==> src/rtl/core/mwc_pkg.sv <==
`timescale 1ns / 1ps
// Shared types, constants and helpers of the minimum window cover search.
// Used by the channel interfaces and by every module of the block but mwc_ram.
package mwc_pkg;

  // Channel field widths.
  localparam int CH_W    = 8;
  localparam int START_W = 10;
  localparam int LEN_W   = 11;

  // Text buffer and letter table sizes.
  localparam int MAX_TEXT = 1024;
  localparam int ALPHA    = 58;
  localparam int ADDR_W   = $clog2(MAX_TEXT);
  localparam int POS_W    = $clog2(MAX_TEXT + 1);
  localparam int AW       = $clog2(ALPHA);
  localparam int REQ_W    = $clog2(ALPHA + 1);
  localparam int CODE_W   = 7;
  localparam int CNT_W    = 11;

  // Depth of the queue between front and back.
  localparam int QDEPTH = 4;

  localparam logic [CH_W-1:0]   FIRST_LETTER = 8'd65;
  localparam logic [CODE_W-1:0] FILLER_CODE  = 7'h7F;
  localparam logic [CNT_W-1:0]  PCNT_MAX     = '1;

  localparam logic OP_PATTERN = 1'b0;
  localparam logic OP_TEXT    = 1'b1;

  // One classified request as it travels from front to back.
  typedef struct packed {
    logic              op;
    logic [CODE_W-1:0] code;
    logic              last;
  } item_t;

  // Maps a byte to its letter index, or to the filler code.
  function automatic logic [CODE_W-1:0] letter_code(input logic [CH_W-1:0] c);
    logic [CH_W-1:0] d;
    d = c - FIRST_LETTER;
    if (c >= FIRST_LETTER && d < CH_W'(ALPHA)) begin
      return CODE_W'(d);
    end
    return FILLER_CODE;
  endfunction

endpackage

==> src/rtl/core/mwc_queue.sv <==
`timescale 1ns / 1ps
// Short request queue that decouples the front from the back.
// Depends on mwc_pkg for item_t and QDEPTH.
module mwc_queue import mwc_pkg::*; (
  input  logic  clk,
  input  logic  rst_n,
  input  logic  push_valid,
  output logic  push_ready,
  input  item_t push_item,
  output logic  pop_valid,
  input  logic  pop_ready,
  output item_t pop_item
);

  localparam int PW = $clog2(QDEPTH);
  localparam int CW = $clog2(QDEPTH + 1);

  item_t         slot_r [QDEPTH];
  logic [PW-1:0] wr_ptr_r, wr_ptr_nxt;
  logic [PW-1:0] rd_ptr_r, rd_ptr_nxt;
  logic [CW-1:0] count_r, count_nxt;
  logic          push, pop;

  assign push_ready = (count_r != CW'(QDEPTH));
  assign pop_valid  = (count_r != '0);
  assign pop_item   = slot_r[rd_ptr_r];
  assign push       = push_valid && push_ready;
  assign pop        = pop_valid && pop_ready;

  always_comb begin
    wr_ptr_nxt = push ? wr_ptr_r + PW'(1) : wr_ptr_r;
    rd_ptr_nxt = pop ? rd_ptr_r + PW'(1) : rd_ptr_r;
    count_nxt  = count_r + CW'(push) - CW'(pop);
  end

  always_ff @(posedge clk) begin
    if (!rst_n) begin
      wr_ptr_r <= '0;
      rd_ptr_r <= '0;
      count_r  <= '0;
    end else begin
      wr_ptr_r <= wr_ptr_nxt;
      rd_ptr_r <= rd_ptr_nxt;
      count_r  <= count_nxt;
    end
    if (push) begin
      slot_r[wr_ptr_r] <= push_item;
    end
  end

endmodule

==> config.mk <==
export PLATFORM = sky130hd
export DESIGN_NAME = mwc_queue
export DESIGN_NICKNAME = d
export VERILOG_FILES = /design/src/rtl/core/mwc_pkg.sv /design/src/rtl/core/mwc_queue.sv
export SDC_FILE = /design/constraint.sdc
export NUM_CORES = 1
export LEC_CHECK = 0
export BUFFER_PORTS_ARGS = -buffer_cell sky130_fd_sc_hd__buf_2
export CAP_MARGIN = 10
export CORE_MARGIN = 4
export CORE_UTILIZATION = 45
export CTS_CLUSTER_SIZE = 40
export DETAILED_ROUTE_END_ITERATION = 16
export PLACE_DENSITY = 0.72
export SLEW_MARGIN = 40
export SYNTH_ARGS = -nofsm -noshare
export SYNTH_HDL_FRONTEND = slang
export SYNTH_SLANG_ARGS = --single-unit
==> constraint.sdc <==
create_clock -name clk -period 3.2 [get_ports clk]
set_input_delay 0.32 -clock clk [delete_from_list [all_inputs] [get_ports clk]]
set_output_delay 0.32 -clock clk [all_outputs]
set_load 0.01 [all_outputs]
Yosys cells after proc, flatten, opt, wreduce, memory -nomap -nowiden
Memories as Yosys holds them, arrays and structs flattened. A register that Yosys moved wholly into a read port is not among the register bits.
Index checks and enable logic that the tools add are counted.
{"block": "word_totals", "register_bits": 7, "mem_bits_rw": 36, "inputBits": 13, "output_inout_bits": 11, "elab_cells": 16, "mem_count": 1}
{"block": "classes", "add_sub_neg": 4, "n_eq_ne": 1, "n_mux": 4, "n_reduce_logical": 3}
{"memory": "slot_r", "words": 4, "width": 9, "read_ports": 1, "rd_ports_with_merged_regs": 1, "write_ports": 1, "line_no": "mwc_queue.sv:18", "text": "item_t slot_r [QDEPTH];"}
{"operator": "2-bit by 1-bit adder with 2-bit output, second input constant", "n": 2}
{"operator": "2-bit 2-to-1 mux", "n": 2}
{"operator": "3-bit by 1-bit adder with 3-bit output", "n": 1}
{"operator": "3-bit != test, second input constant", "n": 1}
{"operator": "3-bit nonzero test", "n": 1}
{"operator": "3-bit by 1-bit subtractor with 3-bit output", "n": 1}
{"operator": "1-bit logical AND", "n": 2}
{"operator": "1-bit 2-to-1 mux", "n": 2}

Depth between registers and ports, before layout
Gate-level depths: netlist of the first run.
{"block": "depth", "depth_word": 4, "mapped_depth": 11, "depth_no_buf": 11}

Worst setup path after synthesis of the first run
No wires, ideal clock.
{"block": "synth_path", "path_kind": "flip-flop to flip-flop", "start": "reg count_r[1]", "end": "reg count_r[2]", "setup_ns": 0.115, "arrival_ns": 2.104, "t_required_ns": 3.085, "slack_ns": 0.981, "path_stages_with_launch": 12, "n_path_buf": 0, "synth_period_minus_slack_ns": 2.219, "path_cell_list": "dfxtp_1 nor2_1 a21boi_2 inv_1 ha_1 inv_1 ha_1 inv_1 fa_1 xnor2_1 xnor2_1 and2_1"}
{"block": "synth_between", "elab_chain_cells": 4, "elab_cells_between_ends": 6, "classes_between": "add/sub: 2; eq/ne: 1; reduce/logical: 3"}
{"element": "start, declared", "line_no": "mwc_queue.sv:21", "text": "logic [CW-1:0] count_r, count_nxt;"}
{"element": "start signal, assigned", "line_no": "mwc_queue.sv:44", "text": "count_r <= count_nxt;"}
{"element": "3-bit != test", "line_no": "mwc_queue.sv:24", "text": "assign push_ready = (count_r != CW'(QDEPTH));"}
{"element": "1-bit logical AND", "line_no": "mwc_queue.sv:27", "text": "assign push = push_valid && push_ready;"}
{"element": "3-bit by 1-bit adder with 3-bit output", "line_no": "mwc_queue.sv:33", "text": "count_nxt = count_r + CW'(push) - CW'(pop);"}
{"element": "3-bit by 1-bit subtractor with 3-bit output (*)", "line_no": "mwc_queue.sv:33"}
Every way passes the cells marked *; elsewhere a longest branch is shown, timed or not.
A chain may end at the register's enable or synchronous reset.

Worst setup path in the final report of the first run
Ends and elaborated chain as after synthesis.

==> results of run 1 <==
## worst paths after layout
kind | startpoint | endpoint | slack, ps | depth (start not counted)
max | count_r[1] | count_r[2] | 800 | 11
min | push_item[5] | slot_r[2][5] | 240 | 1
max reg2reg | count_r[1] | count_r[2] | 800 | 11
min reg2reg | wr_ptr_r[1] | wr_ptr_r[1] | 500 | 2
## state kept, by name (all words and copies together), names as in the netlist, named ones only
register,cells
count_r,3
wr_ptr_r,2
slot_r,36
rd_ptr_r,2
## power breakdown
| part | internal, mW | switching (mW) |
|---|---|---|
| combinational | 0.210 | 0.171 |
| clock | 0.230 | 0.181 |
| sequential | 0.719 | 0.0801 |
## logic make-up after synthesis
logic type	count (synthesis)	synth area share
adder cells (fa/ha/maj)	7	0.0532
multiplexers	11	0.127
buffers and inverters	8	0.0217
AND/OR/NAND/NOR	17	0.0518
flip-flops	45	0.706
XOR/XNOR	4	0.0196
AO/OA/AOI/OAI	3	0.0210
## cells in the final DEF, fill, tap and decap left out, types with 4 or more instances in the layout
master,instances
buf_2,23
clkbuf_8,5
edfxtp_1,36
dfxtp_1,9
ha_1,6
mux4_2,8
nand2_1,5
xnor2_1,4
and2_1,7
inv_1,5
## critical path: cells and delay by family, from the launching register on
family | cells | cell delay [ps]
buffers and inverters | 3 | 190
flip-flops | 1 | 470
AO/OA/AOI/OAI | 1 | 290
XOR/XNOR | 2 | 280
AND/OR/NAND/NOR | 2 | 280
adder cells (fa/ha/maj) | 3 | 800
## cell type report
class	instances	area [µm²]	share of cell area
timing repair buffer	23	115	0.0561
multi-input combinational	42	487	0.237
clock buffer	5	68.8	0.0335
inverter	5	18.8	0.00915
tap	48	60.1	0.0293
sequential	45	1260	0.615
clock inverter	3	41.3	0.0201
## metal layers
metal | wire (µm) | vias to the layer above | global-route usage
met5 | 0 | - | 0
met3 | 121 | 5 | 0.0327
li1 | - | 409 | -
met2 | 1280 | 15 | 0.189
met4 | 49 | 0 | 0.0501
met1 | 1120 | 419 | 0.136
==> impl_metrics.toml, run 1 <==
[critical_path]
worstPathArrival_ps = 2590
worstPathRequired_ps = 3390
path_common_cell = "inv_1"
critical_path_class = "reg2reg"
start_kind = "flop"
cp_cell_sequence = "nor2_1, a21boi_2, inv_1, ha_1, inv_1, ha_1, inv_1, fa_1, xnor2_1, xnor2_1, and2_1"
path_max_fanout = 7
end_kind = "flop"
slowest_delay_ps = 470
slowest_stage = "dfxtp_1"

[place]
post_dp_cell_area_um2 = 1940
routabilityCongestion = 0.685
post-place-ws_ps = 787
dp_hpwl_um = 1830
dp.cells = 163
numPortBuffers = 23

[power_and_ir_drop]
peakVddDrop_mv = 0.383
powerDensity_nw_per_um2 = 776
power.total_mw = 1.59
leakagePower_nw = 0.730

[global_routing]
antenna_found_initial = 0
grt_pass1_vias = 910
grt_max_degree = 15
grt_usage = 0.113
grt_overflow = 0
grt_pass1_wl_um = 4250

[detailed_routing]
drtIter0Drc = 31
via_per_inst = 4.96
dr.pass1.iters = 4
num_vias = 848
wl_um = 2580
drc = 0
wl_per_cell_um = 15.1
detail-route-antenna-nets = 0

[timing]
relSlewSlack = 0.602
finClkSkew_ps = 6.30
setup_slack_ps = 802
worst_slew_pin_slew_ps = 596
finalHoldViolCount = 0
finalCriticalPeriod_ps = 2400
fin_crit_sh = 0.749
rsz0062_at_grt = "false"
whs_ps = 240
fmax_mhz = 417
fin_setup_tns_ps = 0
setup_viol_count_final = 0
slew_violations = 0

[logic_synthesis]
syn_nets = 115
yosys.area.top_type_share = 0.605
ys_seq_elements = 45
synthTopCellsByArea = "edfxtp_1 (61%), dfxtp_1 (10%), mux4_2 (10%)"
ys.flop_type = "edfxtp_1"
yosysMostFrequentCell = "edfxtp_1"
synth_edf_count = 36
async_flop_share = 0
ys.warnings.count = 0
netlist_top_cells_count = "edfxtp_1 (36), dfxtp_1 (9), mux4_2 (8)"
synth_area_leader_cell = "edfxtp_1"
avgSynthCellArea_um2 = 18.8
yosysUniqueCellTypes = 20
synth_seq_area_share = 0.706
syn_area_um2 = 1790
netlist_instances = 95

[floorplanning]
die_area_um2 = 5040
die_h_um = 71.0
io_pins = 24
die_w_um = 71.0
core_area_um2 = 3740
initial_core_util = 0.477
rows = 22

[cells_and_area]
finalNetCount = 142
area_growth_pct = 14.8
fin_util = 0.548
instances_no_fill = 171
layout-drive-gt1-share = 0.341
design_area_um2 = 2050
antenna_cells = 0
nFillCells = 317

[clock_tree]
cts_max_level = 2
cts_tree = "yes"
cts_sinks = 45
cts_setup_buffers = 0
clk_pin_slew_ps = 80
cts_buffer_depth = 2
cts-root-buf = "clkbuf_8"
cts.repair.resized = 0
numCtsBuffers = 5
clk_latency_ps = 290
hold_buffers = 0

[run_status]
status = "complete, no violations"

[worst_hold_path]
hp-class = "in2reg"

[run]
cap_violations = 0
Power figures use the tool's default switching activity.
==> run 2, diff against run 1 <==
Settings changed: ABC_AREA set to 1, PLACE_DENSITY 0.72 to 0.74.
Clock period 3.2 ns to 1.9 ns, I/O delays scaled along.
==> run 2 against run 1 <==
Net effect: clock skew up 0.72 ps; power increased by 87%; design area is 6.5% higher; via count up 39%; first-iteration DRC count grew 74%; flip-flop and latch count unchanged; core utilization increased by 2.7 points; critical path type unchanged; largest cell class unchanged; largest power group unchanged.
==> impl_metrics.toml, run 2 <==
[clock_tree]
cts_max_level = 2
cts_buffer_depth = 2
clk_latency_ps = 290
cts_sinks = 45
cts_tree = "yes"
cts-root-buf = "clkbuf_8"
numCtsBuffers = 5
clk_pin_slew_ps = 80
hold_buffers = 0

[cells_and_area]
largest_reg_flops = 36
area_growth_pct = 19.0
antenna_cells = 0
finalNetCount = 206
instances_no_fill = 235
final_cell_mix = "edfxtp_1 (36), nor2_1 (29), buf_2 (23), o21ai_0 (16), inv_1 (15)"
final_common_cell = "edfxtp_1"
design_area_um2 = 2190
fin_util = 0.575
reg_top3 = "slot_r: 36 flops, count_r: 3 flops"
regMostFlops = "slot_r"
nFillCells = 305
layout-drive-gt1-share = 0.257

[critical_path]
startpoint = "count_r[0]"
end_kind = "flop"
worstPathArrival_ps = 1990
start_kind = "flop"
worstPathRequired_ps = 2100
path_max_fanout = 6
critical_path_class = "reg2reg"
r2r-start = "count_r[0]"

[floorplanning]
initial_core_util = 0.484
die_h_um = 71.9
die_w_um = 71.9
rows = 22
core_area_um2 = 3800
die_area_um2 = 5170
io_pins = 24

[timing]
relSlewSlack = 0.752
finalCriticalPeriod_ps = 1790
fin_crit_sh = 0.943
setup_viol_count_final = 0
fin_setup_tns_ps = 0
rsz0062_at_grt = "false"
fmax_mhz = 558
slew_violations = 0
finalHoldViolCount = 0
setup_slack_ps = 108
worst_slew_pin_slew_ps = 371
finClkSkew_ps = 7.02

[global_routing]
grt_max_degree = 20
grt_pass1_vias = 1199
antenna_found_initial = 0
grt_usage = 0.134
grt_overflow = 0
grt_pass1_wl_um = 5260

[logic_synthesis]
synthTopCellsByArea = "edfxtp_1 (59%), dfxtp_1 (9.8%), nor2_1 (5.9%)"
ys.warnings.count = 0
syn_area_um2 = 1840
syn_nets = 171
synth_edf_count = 36
yosys.area.top_type_share = 0.589
netlist_top_cells_count = "edfxtp_1 (36), nor2_1 (29), o21ai_0 (17)"
avgSynthCellArea_um2 = 12.2
yosysMostFrequentCell = "edfxtp_1"
async_flop_share = 0
synth_area_leader_cell = "edfxtp_1"
synth_seq_area_share = 0.687
ys.flop_type = "edfxtp_1"
yosysUniqueCellTypes = 18
netlist_instances = 151
ys_seq_elements = 45

[power_and_ir_drop]
clockPowerShare = 0.274
leakagePower_nw = 0.869
p_seq_frac = 0.436
comb_power_share = 0.290
powerDensity_nw_per_um2 = 1360
switchingPower_uw = 889
peakVddDrop_mv = 0.747
p_sw_frac = 0.299
p_int_mw = 2.09

[run_status]
status = "complete, no violations"

[run]
cap_violations = 0

[detailed_routing]
dr.pass1.iters = 4
wl_per_cell_um = 13.6
num_vias = 1182
drtIter0Drc = 54
wl_um = 3190
detail-route-antenna-nets = 0
drc = 0
via_per_inst = 5.03

[place]
numPortBuffers = 23
post_dp_cell_area_um2 = 2030
routabilityCongestion = 0.675
post-place-ws_ps = 9.73
dp_hpwl_um = 2230
dp.cells = 226

[worst_hold_path]
min-delay-start = "push_item[1]"
hp-class = "in2reg"
-- run 2: power groups by stage --
stage               clock network (mW)  logic, mW  registers (mW)
floorplan                            0      0.559            1.30
global placement                     0      0.783            1.30
detailed placement                   0      0.833            1.31
CTS                              0.839      0.836            1.29
global route                     0.879      0.984            1.31
finish                           0.816      0.865            1.30
-- run 2: per-layer routing --
metal | wire length (µm) | GRT usage
met1 | 1200 | 0.149
met2 | 1780 | 0.245
met3 | 175 | 0.0457
met4 | 29 | 0.0376
met5 | 0 | 0
-- run 2: kinds of logic (layout without fill, tap and decap cells) --
kind of cell / after synthesis / in the layout / share of synthesized area
simple gates: 46 / 46 / 0.103
flops: 45 / 45 / 0.687
compound gates: 34 / 34 / 0.104
buf+inv: 19 / 55 / 0.0552
fa+ha+maj: 7 / 7 / 0.0518
-- run 2: worst paths after layout --
path                                      to  slack (ps)  cells past startpoint
worst max-delay path              count_r[1]         110                      9
worst min register to register   rd_ptr_r[0]         520                      2
worst min-delay path            slot_r[1][1]         110                      1
worst max register to register    count_r[1]         110                      9
-- run 2: stage by stage --
stage               power, mW  hold slack, ps
floorplan                1.86             288
global placement         2.08             401
detailed placement       2.14             409
CTS                      2.96            97.1
global route             3.18            96.3
finish                   2.98             110
-- run 2: what timing repair did --
| item | CTS | global route |
|---|---|---|
| setup endpoints to repair | 0 | 2 |
| buffers inserted | 0 | 1 |
| resized for setup | 0 | 8 |
-- run 2: worst max-delay path: stages, from the launching register on --
cell     delay [ps]
dfxtp_2         340
nor2_4          150
nand2_4          80
nand2_1          90
ha_1            230
inv_1            60
ha_1            140
inv_1            50
fa_2            510
nor2_1           40
-- run 2: area by class of cell --
cell class                 instances  area (µm²)  area share
sequential                        45        1270       0.580
multi-input combinational         87         482       0.220
timing repair buffer              31         175      0.0801
clock buffer                       5        68.8      0.0315
inverter                          16        67.6      0.0309
clock inverter                     3        65.1      0.0298
tap                               48        60.1      0.0275
