<file path="src/rtl/core/mwc_pkg.sv">
`timescale 1ns / 1ps
// Shared types, constants and helpers of the minimum window cover search.
// Used by the channel interfaces and by every module of the block but mwc_ram.
package mwc_pkg;

  // Channel field widths.
  localparam int CH_W    = 8;
  localparam int START_W = 10;
  localparam int LEN_W   = 11;

  // Text buffer and letter table sizes.
  localparam int MAX_TEXT = 1024;
  localparam int ALPHA    = 58;
  localparam int ADDR_W   = $clog2(MAX_TEXT);
  localparam int POS_W    = $clog2(MAX_TEXT + 1);
  localparam int AW       = $clog2(ALPHA);
  localparam int REQ_W    = $clog2(ALPHA + 1);
  localparam int CODE_W   = 7;
  localparam int CNT_W    = 11;

  // Depth of the queue between front and back.
  localparam int QDEPTH = 4;

  localparam logic [CH_W-1:0]   FIRST_LETTER = 8'd65;
  localparam logic [CODE_W-1:0] FILLER_CODE  = 7'h7F;
  localparam logic [CNT_W-1:0]  PCNT_MAX     = '1;

  localparam logic OP_PATTERN = 1'b0;
  localparam logic OP_TEXT    = 1'b1;

  // One classified request as it travels from front to back.
  typedef struct packed {
    logic              op;
    logic [CODE_W-1:0] code;
    logic              last;
  } item_t;

  // Maps a byte to its letter index, or to the filler code.
  function automatic logic [CODE_W-1:0] letter_code(input logic [CH_W-1:0] c);
    logic [CH_W-1:0] d;
    d = c - FIRST_LETTER;
    if (c >= FIRST_LETTER && d < CH_W'(ALPHA)) begin
      return CODE_W'(d);
    end
    return FILLER_CODE;
  endfunction

endpackage

</file>
<file path="src/rtl/core/mwc_ifs.sv">
`timescale 1ns / 1ps
// Valid/ready channel interfaces for the request and result sides.
// Depends on mwc_pkg for field widths.
interface mwc_in_if import mwc_pkg::*; ();
  logic            valid;
  logic            ready;
  logic            op;
  logic [CH_W-1:0] ch;
  logic            last;

  modport source (output valid, op, ch, last, input ready);
  modport sink   (input valid, op, ch, last, output ready);
endinterface


</file>
<file path="src/rtl/core/mwc_front.sv">
`timescale 1ns / 1ps
// Front end: takes requests from the input channel and classifies each
// character into a letter index or filler. Depends on mwc_pkg and mwc_in_if.
module mwc_front import mwc_pkg::*; (
  input  logic        clk,
  input  logic        rst_n,
  mwc_in_if.sink      in_chan,
  output logic        fwd_valid,
  input  logic        fwd_ready,
  output item_t       fwd_item
);

  logic  stage_vld_r, stage_vld_nxt;
  item_t stage_item_r;
  logic  take;

  assign in_chan.ready = !stage_vld_r || fwd_ready;
  assign take          = in_chan.valid && in_chan.ready;
  assign fwd_valid     = stage_vld_r;
  assign fwd_item      = stage_item_r;

  always_comb begin
    stage_vld_nxt = stage_vld_r;
    if (take) begin
      stage_vld_nxt = 1'b1;
    end else if (fwd_ready) begin
      stage_vld_nxt = 1'b0;
    end
  end

  always_ff @(posedge clk) begin
    if (!rst_n) begin
      stage_vld_r <= 1'b0;
    end else begin
      stage_vld_r <= stage_vld_nxt;
    end
    if (take) begin
      stage_item_r.op   <= in_chan.op;
      stage_item_r.code <= letter_code(in_chan.ch);
      stage_item_r.last <= in_chan.last;
    end
  end

endmodule

</file>
<file path="src/flat_wrapper.sv">
// flat-port wrapper written by rule: the top's interface ports become plain ports
module mwc_front_flat import mwc_pkg::*;
  (clk, rst_n, fwd_valid, fwd_ready, fwd_item, in_chan_valid, in_chan_op, in_chan_ch, in_chan_last, in_chan_ready);
  mwc_in_if in_chan_i ();
  input  logic clk;
  input  logic rst_n;
  output logic fwd_valid;
  input  logic fwd_ready;
  output item_t fwd_item;
  input wire logic [$bits(in_chan_i.valid)-1:0] in_chan_valid;
  input wire logic [$bits(in_chan_i.op)-1:0] in_chan_op;
  input wire logic [$bits(in_chan_i.ch)-1:0] in_chan_ch;
  input wire logic [$bits(in_chan_i.last)-1:0] in_chan_last;
  output wire logic [$bits(in_chan_i.ready)-1:0] in_chan_ready;
  assign in_chan_i.valid = in_chan_valid;
  assign in_chan_i.op = in_chan_op;
  assign in_chan_i.ch = in_chan_ch;
  assign in_chan_i.last = in_chan_last;
  assign in_chan_ready = in_chan_i.ready;
  mwc_front u_core (.clk(clk), .rst_n(rst_n), .in_chan(in_chan_i), .fwd_valid(fwd_valid), .fwd_ready(fwd_ready), .fwd_item(fwd_item));
endmodule
</file>
<file path="config.mk">
export PLATFORM = sky130hd
export DESIGN_NAME = mwc_front_flat
export DESIGN_NICKNAME = d
export VERILOG_FILES = /design/src/rtl/core/mwc_pkg.sv /design/src/rtl/core/mwc_ifs.sv /design/src/rtl/core/mwc_front.sv /design/src/flat_wrapper.sv
export SDC_FILE = /design/constraint.sdc
export NUM_CORES = 1
export LEC_CHECK = 0
export BUFFER_PORTS_ARGS = -buffer_cell sky130_fd_sc_hd__buf_2
export CAP_MARGIN = 30
export CORE_MARGIN = 2
export CORE_UTILIZATION = 41
export CTS_CLUSTER_DIAMETER = 30
export DETAILED_ROUTE_END_ITERATION = 7
export PLACE_DENSITY = 0.75
export SLEW_MARGIN = 20
export SYNTH_ARGS = -nofsm -noshare
export SYNTH_HDL_FRONTEND = slang
export SYNTH_SLANG_ARGS = --single-unit
</file>
<file path="constraint.sdc">
create_clock -name clk -period 3.2 [get_ports clk]
set_input_delay 0.16 -clock clk [delete_from_list [all_inputs] [get_ports clk]]
set_output_delay 0.16 -clock clk [all_outputs]
set_load 0.02 [all_outputs]
</file>
# == Word level (Yosys, flattened, before mapping) ==
# Index checks and enable logic that the tools add are counted.
# totals
mem_bits_rw,0
memories,0
elab_cells,17
out_inout_bits,11
rom_bits,0
ff_bits,10
in_bits,14
latchBits,0
# classes
eq_ne,0
shifts,0
div_mod_pow,0
mul,0
reduce_logical,5
n_addsub,1
mux,5
order_cmp,2
n_bitwise,0
# op_table
op,count
"8-bit by 7-bit greater-or-equal comparator with 1-bit output, second input constant",1
"8-bit by 6-bit less-than comparator with 1-bit output, second input constant",1
"8-bit by 7-bit subtractor with 8-bit output, second input constant",1
7-bit two-way mux,1
1-bit two-way mux,4
1-bit logical AND,2
2-bit nonzero test,1
1-bit zero test,1
1-bit logical OR,1

# == Longest topological paths before layout ==
# Gate-level depths: netlist of run 1.
# depth
word_depth,5
ltp_mapped,6
ltp_nobuf,6

# == Worst setup path before layout of run 1 ==
# OpenSTA, ideal clock, no wires.
# synth_timing
kind,flip-flop to flip-flop
start,"register u_core.stage_vld_r, in the netlist u_core.fwd_valid"
end,register u_core.stage_item_r (netlist bit u_core.fwd_item[0]) (enable)
setup_slack_ns,1.935
stages_incl_launch_ff,3
synth_period_minus_slack_ns,1.265
path_buffers,0
arrival_time_ns,0.927
cell_sequence,dfxtp_1 nand2b_1 and2_1
# synth_between
elab_chain_len,3
# synth_lines
element,line,text
from (decl),mwc_front.sv:13,"logic stage_vld_r, stage_vld_nxt;"
from (signal assigned),mwc_front.sv:35,stage_vld_r <= stage_vld_nxt;
1-bit zero test,mwc_front.sv:17,assign in_chan.ready = !stage_vld_r || fwd_ready;
1-bit logical OR,mwc_front.sv:17,
via in_chan_ready,flat_wrapper.sv:14,output wire logic [$bits(in_chan_i.ready)-1:0] in_chan_ready;
1-bit logical AND,mwc_front.sv:18,assign take = in_chan.valid && in_chan.ready;
to (decl),mwc_front.sv:14,item_t stage_item_r;
# The timed path passes the listed nets, and every way through them passes these cells.
# A chain may end at the register's enable or synchronous reset.

# == Worst setup path in the final report of run 1 ==
# layout_timing
start,input in_chan_ch[0]
end,register u_core.stage_item_r (netlist bit u_core.fwd_item[2]) (data pin)
# layout_between
elab_chain_len,5
word_cells_on_any_way,7
# layout_lines
element,line,text
from (decl),flat_wrapper.sv:12,input wire logic [$bits(in_chan_i.ch)-1:0] in_chan_ch;
8-bit by 7-bit subtractor with 8-bit output,mwc_pkg.sv:41,d = c - FIRST_LETTER;
8-bit by 6-bit less-than comparator with 1-bit output,mwc_pkg.sv:42,if (c >= FIRST_LETTER && d < CH_W'(ALPHA)) begin
1-bit logical AND,mwc_pkg.sv:42,
1-bit two-way mux,mwc_pkg.sv:42,
1-bit two-way mux,mwc_front.sv:37,if (take) begin
# Parallel ways exist; a longest one is shown, timed or not. The select of a mux whose other input is x is not followed.

==> flow_metrics.tcl, run 1 <==
set metrics [dict create \
    status "complete, no violations" \
    cap_violations 0 \
    post_cts_buffers 0 \
    worst_hold_slack_ns 0.0747 \
    h-tree-depth 1 \
    fin_nets 90 \
    routedWlPerCell_um 10.5 \
    hold_class "input pin to register" \
    critPathSlowestCell "nand4bb_1" \
    finalHoldViolCount 0 \
    syn_to_final_growth_pct 30.8 \
    r2r_slack_ns 2.10 \
    min_path_cells 1 \
    timing.final.crit_share_pct 37.5 \
    worstHoldEndpoint "u_core.fwd_item[8]$_DFFE_PP_" \
    seq_area_frac_synth_pct 54.5 \
    syn_area_per_cell_um2 11.6 \
    worstReg2RegEnd "u_core.fwd_item[7]$_SDFFCE_PN1P_" \
    cts.reportedPaths.clkPinSlew_ns 0.06 \
    ys_async_sr_fraction_pct 0 \
    core_area_um2 1160 \
    cts_hold_repair.buffers 0 \
    holdCritStartpoint "in_chan_op" \
    layout-drive-gt1-share_pct 41.9 \
    port_buffers 24 \
    drc_errors 0 \
    rr_worst_depth 2 \
    gp_congestion 0.719 \
    dp_hpwl_um 775 \
    antenna_found_initial 0 \
    p_leak_uw 0.000286 \
    initial_core_util_pct 46.1 \
    synth-main-ff-cell "edfxtp_1" \
    cts_tree "yes" \
    cts_sinks 10 \
    setup-tns-final_ns 0 \
    vdd_drop_max_v 0.000162 \
    ys_seq_elements 10 \
    syn_area_um2 533 \
    crit_family "simple AND/OR/NAND/NOR gates" \
    critPathMaxFanout 7 \
    drv_slew 0 \
    clk_latency_ns 0.26 \
    gr-total-overflow 0 \
    via_per_inst 5.20 \
    wirelength_um 922 \
    dr.pass1.iters 4 \
    ctsRootBufferMaster "clkbuf_4" \
    cp.required_ns 3.19 \
    fillCellCount 103 \
    first_global_vias 376 \
    tightest_slew_ns 0.368 \
    drtIter0Drc 6 \
    syn_inst 46 \
    grt_max_degree 10 \
    worstSetupEndpointType "register" \
    diodes 0 \
    pin_count 25 \
    die_w_um 40.1 \
    synth_edf_count 9 \
    fp.dieArea_um2 1600 \
    std_cell_rows 12 \
    numCtsBuffers 3 \
    synthDistinctLibCells 25 \
    fmax_ghz 0.834 \
    clock_path_buffers 2 \
    yosysWarningCount 0 \
    r2r_start "u_core.fwd_valid$_SDFFE_PN0P_" \
    slew_headroom_pct 75.5 \
    gr-usage-all-layers_pct 13.7 \
    clock_skew_ns 0.00487 \
    postRouteAntennaNets 0 \
    critical-path-max-stage-delay_ns 0.22 \
    power_density_nw_per_um2 427 \
    rsz0062_at_grt "no" \
    grt_pass1_wl_um 1440 \
    synth_nets 61 \
    setup_viol_count_final 0 \
    cp_cell_sequence "buf_2 > inv_1 > ha_1 > nand2b_1 > nand4bb_1 > nand3_2 > nand4_1" \
    vias 458 \
    crit_cells 7 \
    criticalPathCategory "input pin to register" \
    fp.dieH_um 40.1 \
    crit_path_start_kind "input pin" \
    path_buf_inv 2 \
    cp.arrival_ns 1.19 \
    ctsResizeCount 0 \
    min_period_ns 1.20 \
]
==> cell type report <==
type                    instances  area (um^2)  share of cell area [%]
clock buffers                   4         26.3                    3.77
inverters                       4         15.0                    2.15
multi-input cells              32          228                    32.7
flip-flops and latches         10          290                    41.7
well taps                      14         17.5                    2.51
repair buffers                 24          120                    17.2
==> worst register-to-register path, stage by stage, from the launching register on <==
cell	delay, ns
dfxtp_1	0.31
nand2b_1	0.09
and2_1	0.36
==> where the power goes <==
| part | internal, uW | total (uW) | switching (uW) |
|---|---|---|---|
| registers | 153 | 155 | 1.78 |
| logic | 23.0 | 58.0 | 34.9 |
| clock network | 47.9 | 85.0 | 37.2 |
| total | 224 | 298 | 73.9 |
==> layout by cell type, fill, tap and decap left out, drive strengths merged, types with 2 or more instances in the layout <==
cell type / netlist / layout
nor3: 2 / 2
nand2: 3 / 3
nand3: 4 / 4
buf: 0 / 24
nand4: 2 / 2
nand2b: 3 / 3
inv: 4 / 4
xnor2: 2 / 2
edfxtp: 9 / 9
clkbuf: 0 / 4
o31ai: 2 / 2
==> through the flow <==
stage	cells	area, um^2	setup slack, ns	total power (uW)	util (%)
2_1_floorplan	46	533	1.94	192	-
3_3_place_gp	84	671	1.77	215	58.0
3_5_place_dp	84	671	1.75	216	58.0
4_1_cts	88	697	2.02	300	60.3
5_1_grt	88	697	1.89	314	60.3
6_report	88	697	2.00	298	60.3
==> flip-flops by register name, indices dropped and copies added (netlist names) <==
name / count
u_core.fwd_item: 9
u_core.fwd_valid: 1
==> worst max path at each step <==
stage / end / start
after floorplan: u_core.fwd_item[0]$_DFFE_PP_ / u_core.fwd_valid$_SDFFE_PN0P_
after global placement: u_core.fwd_item[1]$_SDFFCE_PN1P_ / in_chan_ch[0]
after detailed placement: u_core.fwd_item[2]$_SDFFCE_PN1P_ / in_chan_ch[0]
final: u_core.fwd_item[2]$_SDFFCE_PN1P_ / in_chan_ch[0]
after CTS: u_core.fwd_item[2]$_SDFFCE_PN1P_ / in_chan_ch[0]
after global routing: u_core.fwd_item[2]$_SDFFCE_PN1P_ / in_chan_ch[0]
==> cells by family after synthesis <==
| logic type | after synthesis | share of synthesized area, % |
|---|---|---|
| and+or+nand+nor | 22 | 25.6 |
| adders and majority gates | 1 | 2.35 |
| muxes | 1 | 1.88 |
| DFF | 10 | 54.5 |
| xor gates and xnor gates | 2 | 3.29 |
| AOI/OAI and AO/OA | 6 | 9.62 |
| buffers and inverters | 4 | 2.82 |
==> synthesized netlist by cell type (2+ instances only) <==
master | count | share of area, %
xnor2_1 | 2 | 3.3
o31ai_1 | 2 | 2.8
nand3_1 | 3 | 2.8
inv_1 | 4 | 2.8
edfxtp_1 | 9 | 51
nand2_1 | 3 | 2.1
nand2b_1 | 3 | 3.5
nor3_1 | 2 | 1.9
nand4_1 | 2 | 2.3
==> routing by layer <==
metal | wire length [um] | part of all wire [%] | global-route usage (%)
met1 | 399 | 43 | 16.0
met2 | 431 | 47 | 22.2
met3 | 82 | 8.9 | 2.22
met4 | 9 | 0.98 | 10.3
met5 | 0 | 0 | 0
(Power assumes the default switching activity.)
==> run 2: changes to the inputs <==
--- a/config.mk
+++ b/config.mk
@@ -5,10 +5,11 @@
 export SDC_FILE = /design/constraint.sdc
 export NUM_CORES = 1
 export LEC_CHECK = 0
+export ABC_AREA = 1
 export BUFFER_PORTS_ARGS = -buffer_cell sky130_fd_sc_hd__buf_2
 export CAP_MARGIN = 30
 export CORE_MARGIN = 2
-export CORE_UTILIZATION = 41
+export CORE_UTILIZATION = 40
 export CTS_CLUSTER_DIAMETER = 30
 export DETAILED_ROUTE_END_ITERATION = 7
 export PLACE_DENSITY = 0.75
==> constraint.sdc (replaced) <==
create_clock -name clk -period 1.1 [get_ports clk]
set_input_delay 0.055 -clock clk [delete_from_list [all_inputs] [get_ports clk]]
set_output_delay 0.055 -clock clk [all_outputs]
set_load 0.02 [all_outputs]
==> run 2 against run 1 <==
Combinational power rose to 3.6 times the previous value; clock power increased to 2.9 times the previous value; critical path depth grew 3; synthesized area up 6.3%; critical endpoint is now u_core.fwd_item[4]$_SDFFCE_PN1P_; count of clock-buffer cells in the layout is 1 lower; global-route usage up 1.8 points; register-to-register slack worse by 2.0 ns; critical path type unchanged; die area increased by 8.1%.
==> flow_metrics.tcl, run 2 <==
set metrics [dict create \
    status "complete, no violations" \
    antenna_found_initial 0 \
    largest_reg_flops 9 \
    postRouteAntennaNets 0 \
    critPathMaxFanout 7 \
    routedWlPerCell_um 10.1 \
    port_buffers 24 \
    core_area_um2 1320 \
    dp_hpwl_um 978 \
    setup_viol_count_final 0 \
    cp.arrival_ns 0.97 \
    vias 559 \
    via_per_inst 4.70 \
    cts.reportedPaths.clkPinSlew_ns 0.06 \
    yosys-top-cells-area "edfxtp_1 48%, nand2_1 9.9%, nand3_1 7.9%" \
    clk_latency_ns 0.26 \
    finalHoldViolCount 0 \
    grt_max_degree 10 \
    h-tree-depth 1 \
    yosys-top-cells-count "15 x nand2_1, 11 x inv_1, 9 x edfxtp_1, 9 x nand3_1, 6 x nor2_1" \
    min_period_ns 0.963 \
    synthDistinctLibCells 17 \
    power_density_nw_per_um2 1080 \
    yosysTopAreaCellShare_pct 47.7 \
    die_w_um 41.6 \
    yosysWarningCount 0 \
    wirelength_um 1200 \
    seq_area_frac_synth_pct 51.2 \
    fin_nets 120 \
    p_leak_uw 0.000405 \
    initial_core_util_pct 43.0 \
    fp.dieArea_um2 1730 \
    worstSetupEndpointType "register" \
    synth-main-ff-cell "edfxtp_1" \
    setup_ws_ns 0.137 \
    cts_tree "yes" \
    vdd_drop_max_v 0.000413 \
    gr-total-overflow 0 \
    hold_class "input pin to register" \
    synth_area_leader_cell "edfxtp_1" \
    criticalPathCategory "input pin to register" \
    syn_area_um2 567 \
    numCtsBuffers 3 \
    ys_async_sr_fraction_pct 0 \
    gr-usage-all-layers_pct 15.5 \
    clock_path_buffers 2 \
    drtIter0Drc 13 \
    gp_congestion 0.708 \
    post-route-util_pct 63.2 \
    cap_violations 0 \
    first_global_vias 499 \
    fmax_ghz 1.04 \
    drv_slew 0 \
    slew_headroom_pct 87.2 \
    grt_pass1_wl_um 2060 \
    ctsRootBufferMaster "clkbuf_4" \
    pin_count 25 \
    synth.most_common_cell "nand2_1" \
    synth_nets 79 \
    cts_sinks 10 \
    dr.pass1.iters 4 \
    syn_inst 64 \
    final_area_um2 833 \
    std_cell_rows 13 \
    rsz0062_at_grt "no" \
    drc_errors 0 \
    fp.dieH_um 41.6 \
    layout-drive-gt1-share_pct 46.2 \
    diodes 0 \
    syn_to_final_growth_pct 47.0 \
    final_common_cell "buf_2" \
    crit_path_start_kind "input pin" \
    syn_area_per_cell_um2 8.86 \
    synth_edf_count 9 \
    clock_skew_ns 0.00585 \
    final_cell_mix "24 x buf_2, 15 x nand2_1, 11 x inv_1" \
    timing.final.crit_share_pct 87.6 \
    tightest_slew_ns 0.191 \
    place_ws_ns -0.173 \
    place_area_um2 785 \
    ys_seq_elements 10 \
    cp.required_ns 1.11 \
]
run 2: path summary, 6_finish.rpt:
kind | from | to | slack (ns) | depth (start not counted)
worst max-delay path | in_chan_ch[1] | u_core.fwd_item[4]$_SDFFCE_PN1P_ | 0.14 | 10
worst min-delay path | rst_n | u_core.fwd_valid$_SDFFE_PN0P_ | 0.04 | 2
worst max register to register | u_core.fwd_valid$_SDFFE_PN0P_ | u_core.fwd_item[3]$_SDFFCE_PN1P_ | 0.15 | 2
worst min register to register | u_core.fwd_valid$_SDFFE_PN0P_ | u_core.fwd_valid$_SDFFE_PN0P_ | 0.53 | 2
run 2: timing repair:
item | CTS | global route
resized for setup | 0 | 1
endpoints found under the hold margin | 2 | 0
hold buffers | 2 | 0
setup buffers | 0 | 0
setup endpoints to repair | 0 | 4
run 2: routing by layer:
metal	up-vias	track usage, %	part of all wire [%]
met5	-	0	0
met4	0	10.3	4.3
met3	6	2.17	5.3
met2	22	27.2	50
met1	243	17.0	40
li1	288	-	-
run 2: kinds of logic (layout without fill, tap and decap cells):
group / after synthesis / count (layout) / synth area share [%]
AOI/OAI and AO/OA: 2 / 2 / 2.21
xor gates and xnor gates: 1 / 1 / 2.87
DFF: 10 / 10 / 51.2
buffers and inverters: 12 / 52 / 7.95
adders and majority gates: 1 / 1 / 2.21
and+or+nand+nor: 38 / 38 / 33.6
run 2: worst max-delay path: stages:
cell     delay [ns]
buf_2          0.10
inv_1          0.06
buf_4          0.10
nand2_1        0.04
nor2_1         0.16
nand2_2        0.08
nand2_1        0.08
nand3_2        0.10
nand2_4        0.11
nand3_1        0.08
run 2: power by group:
group	switching, uW	internal (uW)	leakage (uW)
Combinational	115	91.2	0.000303
Sequential	6.13	437	0.0000865
Clock	118	131	0.0000154
Total	238	659	0.000405
run 2: per-stage QoR:
| step | setup TNS [ns] | power, uW | hold slack (ns) | instances |
|---|---|---|---|---|
| floorplan | 0 | 557 | 0.154 | 64 |
| global placement | -0.628 | 642 | 0.231 | 113 |
| detailed placement | -0.978 | 651 | 0.235 | 113 |
| CTS | 0 | 898 | 0.0463 | 119 |
| global route | 0 | 948 | 0.0381 | 119 |
| finish | 0 | 897 | 0.0448 | 119 |
run 2: area by class of cell:
| type | count | area [um^2] |
|---|---|---|
| inverters | 12 | 45.0 |
| clock buffers | 3 | 22.5 |
| repair buffers | 36 | 215 |
| fillers | 109 | 484 |
| well taps | 15 | 18.8 |
| multi-input cells | 42 | 238 |
| flip-flops and latches | 10 | 290 |
| clock inverters | 1 | 3.75 |
==> run 3: changes to the inputs <==
--- a/config.mk
+++ b/config.mk
@@ -13,6 +13,7 @@
 export CTS_CLUSTER_DIAMETER = 30
 export DETAILED_ROUTE_END_ITERATION = 7
 export PLACE_DENSITY = 0.75
+export SETUP_SLACK_MARGIN = 0.3
 export SLEW_MARGIN = 20
 export SYNTH_ARGS = -nofsm -noshare
 export SYNTH_HDL_FRONTEND = slang
==> run 3 against run 2 <==
Die area unchanged; clock skew is 0.0051 ns lower; global-route usage up 3.5 points; worst hold slack lost 0.0065 ns; sequential share of layout area decreased by 7.1 points; combinational power rose by 45%; flip-flop and latch count is the same; count of clock-buffer cells in the layout increased by 1; final cell count grew 1.7%; utilization grew 17 points.
==> flow_metrics.tcl, run 3 (synthesis results as in run 2) <==
set metrics [dict create \
    diodes 0 \
    die_w_um 41.6 \
    layout-drive-gt1-share_pct 67.9 \
    initial_core_util_pct 43.0 \
    dp_hpwl_um 964 \
    worstSetupEndpointType "output pin" \
    rr_worst_depth 1 \
    clock_path_buffers 2 \
    critPathSlowestCell "dfxtp_4" \
    cts.reportedPaths.clkPinSlew_ns 0.07 \
    first_global_vias 588 \
    core_area_um2 1320 \
    critPathMaxFanout 4 \
    min_path_cells 2 \
    crit_path_start_kind "register" \
    slew_headroom_pct 79.9 \
    fp.dieH_um 41.6 \
    total_power_uw 1020 \
    via_per_inst 5.00 \
    largest_reg_flops 9 \
    clock_skew_ns 0.000732 \
    antenna_found_initial 0 \
    crit_cells 2 \
    status "complete, no violations" \
    gp_congestion 0.721 \
    critical-path-max-stage-delay_ns 0.41 \
    ctsRootBufferMaster "clkbuf_4" \
    h-tree-depth 1 \
    vias 605 \
    final_cell_mix "14 x buf_2, 11 x buf_4, 9 x nand2_2, 9 x edfxtp_1" \
    vdd_drop_max_v 0.000487 \
    setup_viol_count_final 0 \
    cts_sinks 10 \
    cp_cell_sequence "nand2_4 > buf_6" \
    gr-usage-all-layers_pct 18.9 \
    port_buffers 24 \
    final_common_cell "buf_2" \
    power_density_nw_per_um2 963 \
    pin_count 25 \
    worst_hold_slack_ns 0.0383 \
    min_period_ns 0.935 \
    std_cell_rows 13 \
    crit_family "flip-flops" \
    grt_pass1_wl_um 2460 \
    cp.required_ns 1.04 \
    gr-total-overflow 0 \
    fin_nets 122 \
    dr.pass1.iters 4 \
    finalHoldViolCount 0 \
    wirelength_um 1550 \
    path_buf_inv 1 \
    fmax_ghz 1.07 \
    syn_to_final_growth_pct 87.0 \
    numCtsBuffers 3 \
    clk_latency_ns 0.27 \
    cp.arrival_ns 0.88 \
    drc_errors 0 \
    p_leak_uw 0.000463 \
    rsz0062_at_grt "yes" \
    cap_violations 0 \
    routedWlPerCell_um 12.8 \
    tightest_slew_ns 0.301 \
    criticalPathCategory "register to output pin" \
    grt_max_degree 8 \
    cts_tree "yes" \
    postRouteAntennaNets 0 \
    drtIter0Drc 17 \
    timing.final.crit_share_pct 85.0 \
    hold_class "input pin to register" \
    drv_slew 0 \
    fp.dieArea_um2 1730 \
]
-- run 3: cell count changes in the layout (fill, tap and decap cells not counted), moves of 2 or more --
cell,previous run,this run
nand2_1,15,6
nand2_2,1,9
nor2_1,6,3
buf_2,24,14
nand3_2,2,7
buf_6,0,8
a21oi_4,0,2
nor2_2,2,4
nand3_1,9,3
inv_1,11,8
-- run 3: worst paths after layout --
| kind | from | to | slack, ns |
|---|---|---|---|
| min reg2reg | u_core.fwd_valid$_SDFFE_PN0P_ | u_core.fwd_valid$_SDFFE_PN0P_ | 0.65 |
| min | rst_n | u_core.fwd_valid$_SDFFE_PN0P_ | 0.04 |
| max | u_core.fwd_valid$_SDFFE_PN0P_ | in_chan_ready | 0.16 |
| max reg2reg | u_core.fwd_valid$_SDFFE_PN0P_ | u_core.fwd_item[5]$_SDFFCE_PN1P_ | 0.21 |
-- run 3: area by class of cell --
class,instances,area [um^2]
Multi-Input combinational cell,43,355
Timing Repair Buffer,37,298
Sequential cell,10,294
Fill cell,83,258
Inverter,12,67.6
Clock buffer,4,26.3
Tap cell,15,18.8
-- run 3: per-layer routing --
layer / part of all wire, % / wire length [um] / GRT usage [%]
met2: 56 / 874 / 36.9
met4: 1.7 / 27 / 9.68
met1: 36 / 562 / 18.4
met5: 0 / 0 / 0
met3: 5.7 / 89 / 3.48
-- run 3: per-stage QoR --
step	setup WS [ns]	instance area, um^2	TNS (ns)	utilization, %	instances
floorplan	0.175	623	0	-	64
global placement	-0.0528	800	-0.224	60.7	108
detailed placement	-0.0829	800	-0.461	60.7	108
CTS	0.188	966	0	73.3	120
global route	0.152	1060	0	80.4	121
finish	0.165	1060	0	80.4	121
-- run 3: where the power goes --
part           leakage (uW)  internal (uW)  switching, uW
combinational      0.000361            140            158
sequential        0.0000871            437           12.1
clock             0.0000150            141            134
total              0.000463            717            303
-- run 3: timing repair --
item	in CTS	in global routing
hold buffers	2	0
gates resized for setup	19	28
pin swaps	17	17
setup buffers	5	1
hold endpoints to repair	2	0
setup endpoints to repair	27	28
cloned	1	0
